===== src/design/nbg_pkg.sv =====
package nbg_pkg;

  localparam int WORD = 128;

  localparam logic [1:0] OP_MUL  = 2'd0;
  localparam logic [1:0] OP_DIV  = 2'd1;
  localparam logic [1:0] OP_SQRT = 2'd2;

  localparam logic [1:0] CFG_GRAVITY  = 2'd0;
  localparam logic [1:0] CFG_TIMESTEP = 2'd1;
  localparam logic [1:0] CFG_ACTIVE   = 2'd2;

  localparam logic CMD_LOAD    = 1'b0;
  localparam logic CMD_ADVANCE = 1'b1;

  typedef struct packed {
    logic              command;
    logic [3:0]        body_index;
    logic [31:0]       load_mass;
    logic signed [47:0] load_pos_x;
    logic signed [47:0] load_pos_y;
    logic signed [47:0] load_pos_z;
    logic signed [47:0] load_vel_x;
    logic signed [47:0] load_vel_y;
    logic signed [47:0] load_vel_z;
  } cmd_t;

  typedef struct packed {
    logic [3:0]        result_index;
    logic signed [47:0] new_pos_x;
    logic signed [47:0] new_pos_y;
    logic signed [47:0] new_pos_z;
    logic signed [47:0] new_vel_x;
    logic signed [47:0] new_vel_y;
    logic signed [47:0] new_vel_z;
    logic              coincident_flag;
    logic              saturated_flag;
  } res_t;

  typedef struct packed {
    logic       start;
    logic [1:0] op;
    logic [7:0] steps;
  } alu_req_t;

endpackage


===== src/design/nbg_alu.sv =====
module nbg_alu (
  input  logic                     clk,
  input  logic                     rst,
  input  nbg_pkg::alu_req_t        req,
  input  logic [nbg_pkg::WORD-1:0] opa,
  input  logic [nbg_pkg::WORD-1:0] opb,
  output logic                     done,
  output logic [nbg_pkg::WORD-1:0] result
);

  logic [127:0] acc;
  logic [127:0] sreg;
  logic [127:0] breg;
  logic [7:0]   cnt;
  logic         busy;
  logic [1:0]   op;

  logic [127:0] rem_div;
  logic [127:0] rem_sq;
  logic [127:0] trial;
  logic [127:0] sub_x;
  logic [127:0] sub_y;
  logic [128:0] diff;
  logic         ge;
  logic [127:0] sum;

  // multiply: shift-add, multiplier LSB first
  // divide: restoring, dividend left-aligned in sreg
  // root: two radicand bits per step, root builds in breg
  always_comb begin
    rem_div = {acc[126:0], sreg[127]};
    rem_sq  = {acc[125:0], sreg[127:126]};
    trial   = {breg[125:0], 2'b01};
    sub_x   = (op == nbg_pkg::OP_SQRT) ? rem_sq : rem_div;
    sub_y   = (op == nbg_pkg::OP_SQRT) ? trial : breg;
    diff    = {1'b0, sub_x} - {1'b0, sub_y};
    ge      = ~diff[128];
    sum     = acc + (sreg[0] ? breg : '0);
    case (op)
      nbg_pkg::OP_MUL:  result = acc;
      nbg_pkg::OP_DIV:  result = sreg;
      nbg_pkg::OP_SQRT: result = breg;
      default:          result = acc;
    endcase
  end

  always_ff @(posedge clk) begin
    if (rst) begin
      busy <= 1'b0;
      done <= 1'b0;
      cnt  <= '0;
    end else begin
      done <= 1'b0;
      if (req.start) begin
        busy <= 1'b1;
        cnt  <= req.steps;
      end else if (busy) begin
        cnt <= cnt - 8'd1;
        if (cnt == 8'd1) begin
          busy <= 1'b0;
          done <= 1'b1;
        end
      end
    end
  end

  always_ff @(posedge clk) begin
    if (req.start) begin
      op  <= req.op;
      acc <= '0;
      case (req.op)
        nbg_pkg::OP_MUL: begin
          breg <= opa;
          sreg <= opb;
        end
        nbg_pkg::OP_DIV: begin
          sreg <= opa;
          breg <= opb;
        end
        default: begin
          sreg <= opa;
          breg <= '0;
        end
      endcase
    end else if (busy) begin
      case (op)
        nbg_pkg::OP_MUL: begin
          acc  <= sum;
          breg <= {breg[126:0], 1'b0};
          sreg <= {1'b0, sreg[127:1]};
        end
        nbg_pkg::OP_DIV: begin
          acc  <= ge ? diff[127:0] : sub_x;
          sreg <= {sreg[126:0], ge};
        end
        nbg_pkg::OP_SQRT: begin
          acc  <= ge ? diff[127:0] : sub_x;
          breg <= {breg[126:0], ge};
          sreg <= {sreg[125:0], 2'b00};
        end
        default: begin
          acc <= acc;
        end
      endcase
    end
  end

endmodule


===== config.mk =====
export PLATFORM = sky130hd
export DESIGN_NAME = nbg_alu
export DESIGN_NICKNAME = d
export VERILOG_FILES = /design/src/design/nbg_pkg.sv /design/src/design/nbg_alu.sv
export SDC_FILE = /design/constraint.sdc
export NUM_CORES = 2
export LEC_CHECK = 0
export ABC_CLOCK_PERIOD_IN_PS = 11920
export BUFFER_PORTS_ARGS = -buffer_cell sky130_fd_sc_hd__buf_2
export CORE_ASPECT_RATIO = 1.5
export CORE_MARGIN = 1
export CORE_UTILIZATION = 50
export DETAILED_ROUTE_END_ITERATION = 10
export PLACE_DENSITY_LB_ADDON = 0.1
export SLEW_MARGIN = 25
export SYNTH_ARGS = -nofsm -noshare
export SYNTH_HDL_FRONTEND = slang
export SYNTH_SLANG_ARGS = --single-unit

===== constraint.sdc =====
create_clock -name clk -period 11.92 [get_ports clk]
set_input_delay 1.192 -clock clk [delete_from_list [all_inputs] [get_ports clk]]
set_output_delay 1.192 -clock clk [all_outputs]
set_load 0.02 [all_outputs]

======== After elaboration in Yosys (flattened, before gate mapping) ========
Cells that the tools add are included.
storage, ports and cells
  bits in registers ....................... 396
  bits in latches ......................... 0
  RAM bits ................................ 0
  bits in read-only memories .............. 0
  bits of input ports ..................... 269
  output and inout port bits .............. 129
  logic and storage cells ................. 47
  memories kept ........................... 0
operators by class
  add/subtract/negate cells ............... 3
  multiply operators ...................... 0
  divide/modulo/power cells ............... 0
  magnitude comparators ................... 0
  eq/ne operators ......................... 4
  shift operators ......................... 0
  mux-type cells .......................... 20
  bitwise operators ....................... 2
  reduce and logical (&&, ||, !) cells .... 11
operators with widths
  cell                                                                   count
  128-bit two-way mux                                                    9
  128-bit case mux with 2 select lines                                   4
  128-bit case mux with 3 select lines                                   1
  128-bit by 128-bit subtractor with 129-bit output                      1
  128-bit adder                                                          1
  8-bit two-way mux                                                      2
  8-bit by 1-bit equality test with 1-bit output, second input constant  1
  8-bit by 1-bit subtractor with 8-bit output, second input constant     1
  2-bit AND reduction                                                    3
  2-bit by 1-bit equality test with 1-bit output, second input constant  2
  2-bit logical NOT                                                      2
  1-bit two-way mux                                                      4
  2-bit nonzero test                                                     2
  4-bit nonzero test                                                     1
  3-bit nonzero test                                                     1
  3-bit OR reduction                                                     1
  2-bit equality test, second input constant                             1
  1-bit inverter                                                         2
  2-bit OR reduction                                                     1

======== Depth between registers and ports, before layout ========
  depth after elaboration ................. 7
  depth in mapped cells ................... 26

======== Worst setup path before layout ========
Ideal clock, no wire load.
  path kind ............................... input to register
  from .................................... in req[10] in the netlist's numbering
  to ...................................... reg sreg[0], enable pin
  setup time .............................. 1.430 ns
  arrival ................................. 4.899 ns
  setup slack ............................. 5.592 ns
  stages .................................. 5
  buffers on the path ..................... 3
  path through ............................ clkbuf_1 -> inv_2 -> clkbuf_1 -> clkbuf_1 -> nand3_1
between the ends
  word-level cells in the longest chain between the ends .. 2
  elaborated cells on any way between the ends .. 3
  classes of those cells .................. reduce/logical (3)
RTL lines
  what                                                                              RTL line       RTL
  start: declaration                                                                nbg_alu.sv:4   input nbg_pkg::alu_req_t req,
  4-bit nonzero test (no source line) / 2-bit nonzero test (equally long branches)  -
  2-bit AND reduction (no source line) (*)                                          -
  end signal: assignment                                                            nbg_alu.sv:74  sreg <= opb;
  end signal: assignment                                                            nbg_alu.sv:77  sreg <= opa;
  end signal: assignment                                                            nbg_alu.sv:81  sreg <= opa;
  end: declaration                                                                  nbg_alu.sv:12  logic [127:0] sreg;
Mark *: on every way between the ends. The rest lies on a longest branch, timed or not.
A chain may end at the register's enable or synchronous reset.

======== Worst setup path in the final report ========
  from .................................... reg op[0]
  to ...................................... reg acc[112]
between the ends
  word-level cells in the longest chain between the ends .. 5
  elaborated cells on any way between the ends .. 11
  classes of those cells .................. add/sub (1); eq/ne (2); mux (4); reduce/logical (4)
RTL lines
  what                                               RTL line                                     RTL
  start: declaration                                 nbg_alu.sv:16                                logic [1:0] op;
  start signal: assignment                           nbg_alu.sv:69                                op <= req.op;
  2-bit equality test                                nbg_alu.sv:34, nbg_alu.sv:35, nbg_alu.sv:86
  128-bit two-way mux, on equally long branches      nbg_alu.sv:34, nbg_alu.sv:35
  128-bit by 128-bit subtractor with 129-bit output  nbg_alu.sv:36                                diff = {1'b0, sub_x} - {1'b0, sub_y};
  128-bit two-way mux                                nbg_alu.sv:93, nbg_alu.sv:97
  128-bit case mux with 2 select lines               nbg_alu.sv:86                                case (op)
  end signal: assignment                             nbg_alu.sv:88                                acc <= sum;
  end signal: assignment                             nbg_alu.sv:93                                acc <= ge ? diff[127:0] : sub_x;
  end signal: assignment                             nbg_alu.sv:97                                acc <= ge ? diff[127:0] : sub_x;
  end: declaration                                   nbg_alu.sv:11                                logic [127:0] acc;
Several ways; a longest one is shown, not always the timed one.

==> impl_metrics.json <==
{
  "status": "complete, no violations",
  "seq_area_sq_um": 10510,
  "die_w_um": 246.1,
  "finalMaxSlewViolations": 0,
  "synth_seq_cells": 396,
  "grt_pass1_vias": 47350,
  "clock_latency_ns": 0.66,
  "stdcell_area_sq_um": 48660,
  "crit_fanout": 70,
  "finalCritPeriodShare_pct": 69.63,
  "cts_setup_buffers": 0,
  "drc_errors": 0,
  "placed_area_sq_um": 47010,
  "fin_crit_ns": 8.300,
  "rsz0062_at_grt": "no",
  "worst_hold_path_type": "flip-flop to flip-flop",
  "yosysTopAreaCell": "edfxtp_1",
  "stdcell_count": 6977,
  "whs_ns": 0.5212,
  "worstPathArrival_ns": 8.78,
  "setup_slack_ns": 3.620,
  "grt_pass1_wl_um": 308600,
  "ys_types": 86,
  "syn_area_sq_um": 44700,
  "fill_cells": 8726,
  "h-tree-depth": 2,
  "wire_per_inst_um": 30.34,
  "place_hpwl_um": 158400,
  "final_common_cell": "a21oi_1",
  "place_congestion": 1.081,
  "synth.top_cells.by_area": "edfxtp_1 17%, mux2i_1 8.9%, a21oi_1 8.4%, ha_1 7.3%, dfxtp_1 6.2%",
  "whs_endpoint": "acc[53]",
  "synth-async-reset-ratio_pct": 0,
  "multiInputGateArea_sq_um": 32170,
  "cts_resized": 0,
  "first_pass_iters": 6,
  "synth_warnings": 0,
  "die-area_sq_um": 90630,
  "grt_max_degree": 168,
  "fin_nets": 6301,
  "wirelength_um": 211700,
  "synthFlopType": "edfxtp_1",
  "whs_path_depth": 2,
  "post-place-cells": 6874,
  "hold_violations": 0,
  "root_buffer": "clkbuf_16",
  "layout_common_cells": "750 x a21oi_1, 623 x nor2_1, 416 x nand2_1",
  "clk_path_buf_depth": 3,
  "die_y_um": 368.2,
  "final_util_pct": 54.86,
  "drive_gt1_share_pct": 12.41,
  "setup_viol_count_final": 0,
  "finalPower_mw": 6.877,
  "r2r_end": "acc[112]",
  "powerDensity_nw_per_um2": 141.3,
  "drtAntennaViolNets": 0,
  "synth_top_area_share_pct": 17.33,
  "area_growth_pct": 8.856,
  "required_ns": 12.40,
  "finalClockSkew_ns": 0.05315,
  "portBuffers": 397,
  "p_leak_nw": 19.51,
  "clk_pin_slew_ns": 0.07,
  "rows": 134,
  "cts_sinks": 396,
  "cts_tree": "yes",
  "cap_violations": 0,
  "reg2reg_from": "op[0]",
  "syn_nets": 6254,
  "reg2reg_depth": 19,
  "synth_edf_count": 258,
  "vias": 48330,
  "antenna_found_initial": 19,
  "worstMarginPinSlew_ns": 1.147,
  "core_sq_um": 88690,
  "criticalPathCategory": "flip-flop to flip-flop",
  "preCtsSetupSlack_ns": 3.896,
  "finalSetupTns_ns": 0,
  "vdd.ir_drop.worst_uv": 110.2,
  "numCtsBuffers": 47,
  "crit_path_end_kind": "flip-flop",
  "hold_start": "acc[53]",
  "synthCells": 5721,
  "slew_headroom_pct": 23.26,
  "synth-seq-area-share_pct": 23.51,
  "gr-usage-all-layers_pct": 45.47,
  "start_kind": "flip-flop",
  "ioPinCount": 398,
  "cts_hold_buf": 0,
  "start_util_pct": 50.40,
  "r2r_slack_ns": 3.62,
  "grt_overflow": 0,
  "syn_avg_cell_area_sq_um": 7.813,
  "drtIter0Drc": 4463,
  "vias_per_cell": 6.928,
  "fmax_mhz": 120.5
}
registers in the layout, indices dropped and copies added, names as in the netlist:
register,cells
acc,128
cnt,8
breg,128
op,2
sreg,128
done,1
busy,1
cell usage after synthesis, types with 86 or more instances:
cell type / number
inv_1: 94
nor2_1: 627
o21ai_0: 304
a21oi_1: 751
edfxtp_1: 258
a21o_1: 147
ha_1: 262
mux2i_1: 399
o2bb2ai_1: 128
nand4_1: 125
nor3_1: 86
and2_1: 135
clkbuf_1: 386
a211oi_1: 179
a22oi_1: 256
dfxtp_1: 138
mux2_2: 132
nand2_1: 417
xnor2_1: 155
power by group:
part	switching, mW	leakage, nW	internal [mW]	total [mW]
sequential	0.327	3.75	1.66	1.99
clock	0.688	0.772	0.894	1.58
combinational	2.21	15.0	1.10	3.30
per-layer routing:
layer  track usage (%)  wire length, um
met1             46.63            70590
met2             76.96           101800
met3             10.35            16810
met4             40.29            22360
met5                 0              111
final cells by class:
cell class / instances / share of cell area [%]
Clock inverter: 20 / 0.6017
Multi-Input combinational cell: 4766 / 66.11
Antenna cell: 17 / 0.08743
Tap cell: 1156 / 2.972
Timing Repair Buffer: 462 / 5.212
Sequential cell: 396 / 21.60
Clock buffer: 65 / 2.661
Inverter: 95 / 0.7585
critical path, cell delays in order, from the launching register on:
cell and delay [ns]:
edfxtp_1 0.45, inv_1 0.22, ha_4 0.28, buf_4 0.60
buf_4 0.71, mux2_2 0.43, ha_1 0.34, and2_1 0.20
a221o_1 0.35, a211oi_1 0.33, o21ba_2 0.28, a211oi_4 0.12
o41ai_4 0.51, o31ai_4 0.19, a31oi_4 0.40, o31a_2 0.74
buf_4 0.85, nor2_1 0.42, a222oi_1 0.43, o21ai_0 0.14
how the worst max path moves through the flow:
stage             from  endpoint  slack (ns)  cells past startpoint
6_report         op[0]  acc[112]        3.62                     19
2_1_floorplan  req[10]   sreg[0]        5.59                      5
4_1_cts          op[0]  acc[112]        3.82                     19
3_5_place_dp     op[0]  acc[112]        3.90                     19
5_1_grt          op[0]  acc[112]        3.33                     19
3_3_place_gp     op[0]  acc[112]        4.04                     19
logic make-up (layout without fill, tap and decap cells):
| kind of cell | after synthesis | in the layout | share of synthesized area (%) |
|---|---|---|---|
| fa+ha+maj | 264 | 264 | 7.423 |
| xor+xnor | 240 | 240 | 4.702 |
| other cells | 0 | 17 | 0 |
| mux | 532 | 532 | 12.29 |
| simple gates | 1553 | 1553 | 15.63 |
| compound gates | 2177 | 2177 | 31.64 |
| buf+inv | 559 | 642 | 4.809 |
| flops | 396 | 396 | 23.51 |
Power figures use the tool's default switching activity.
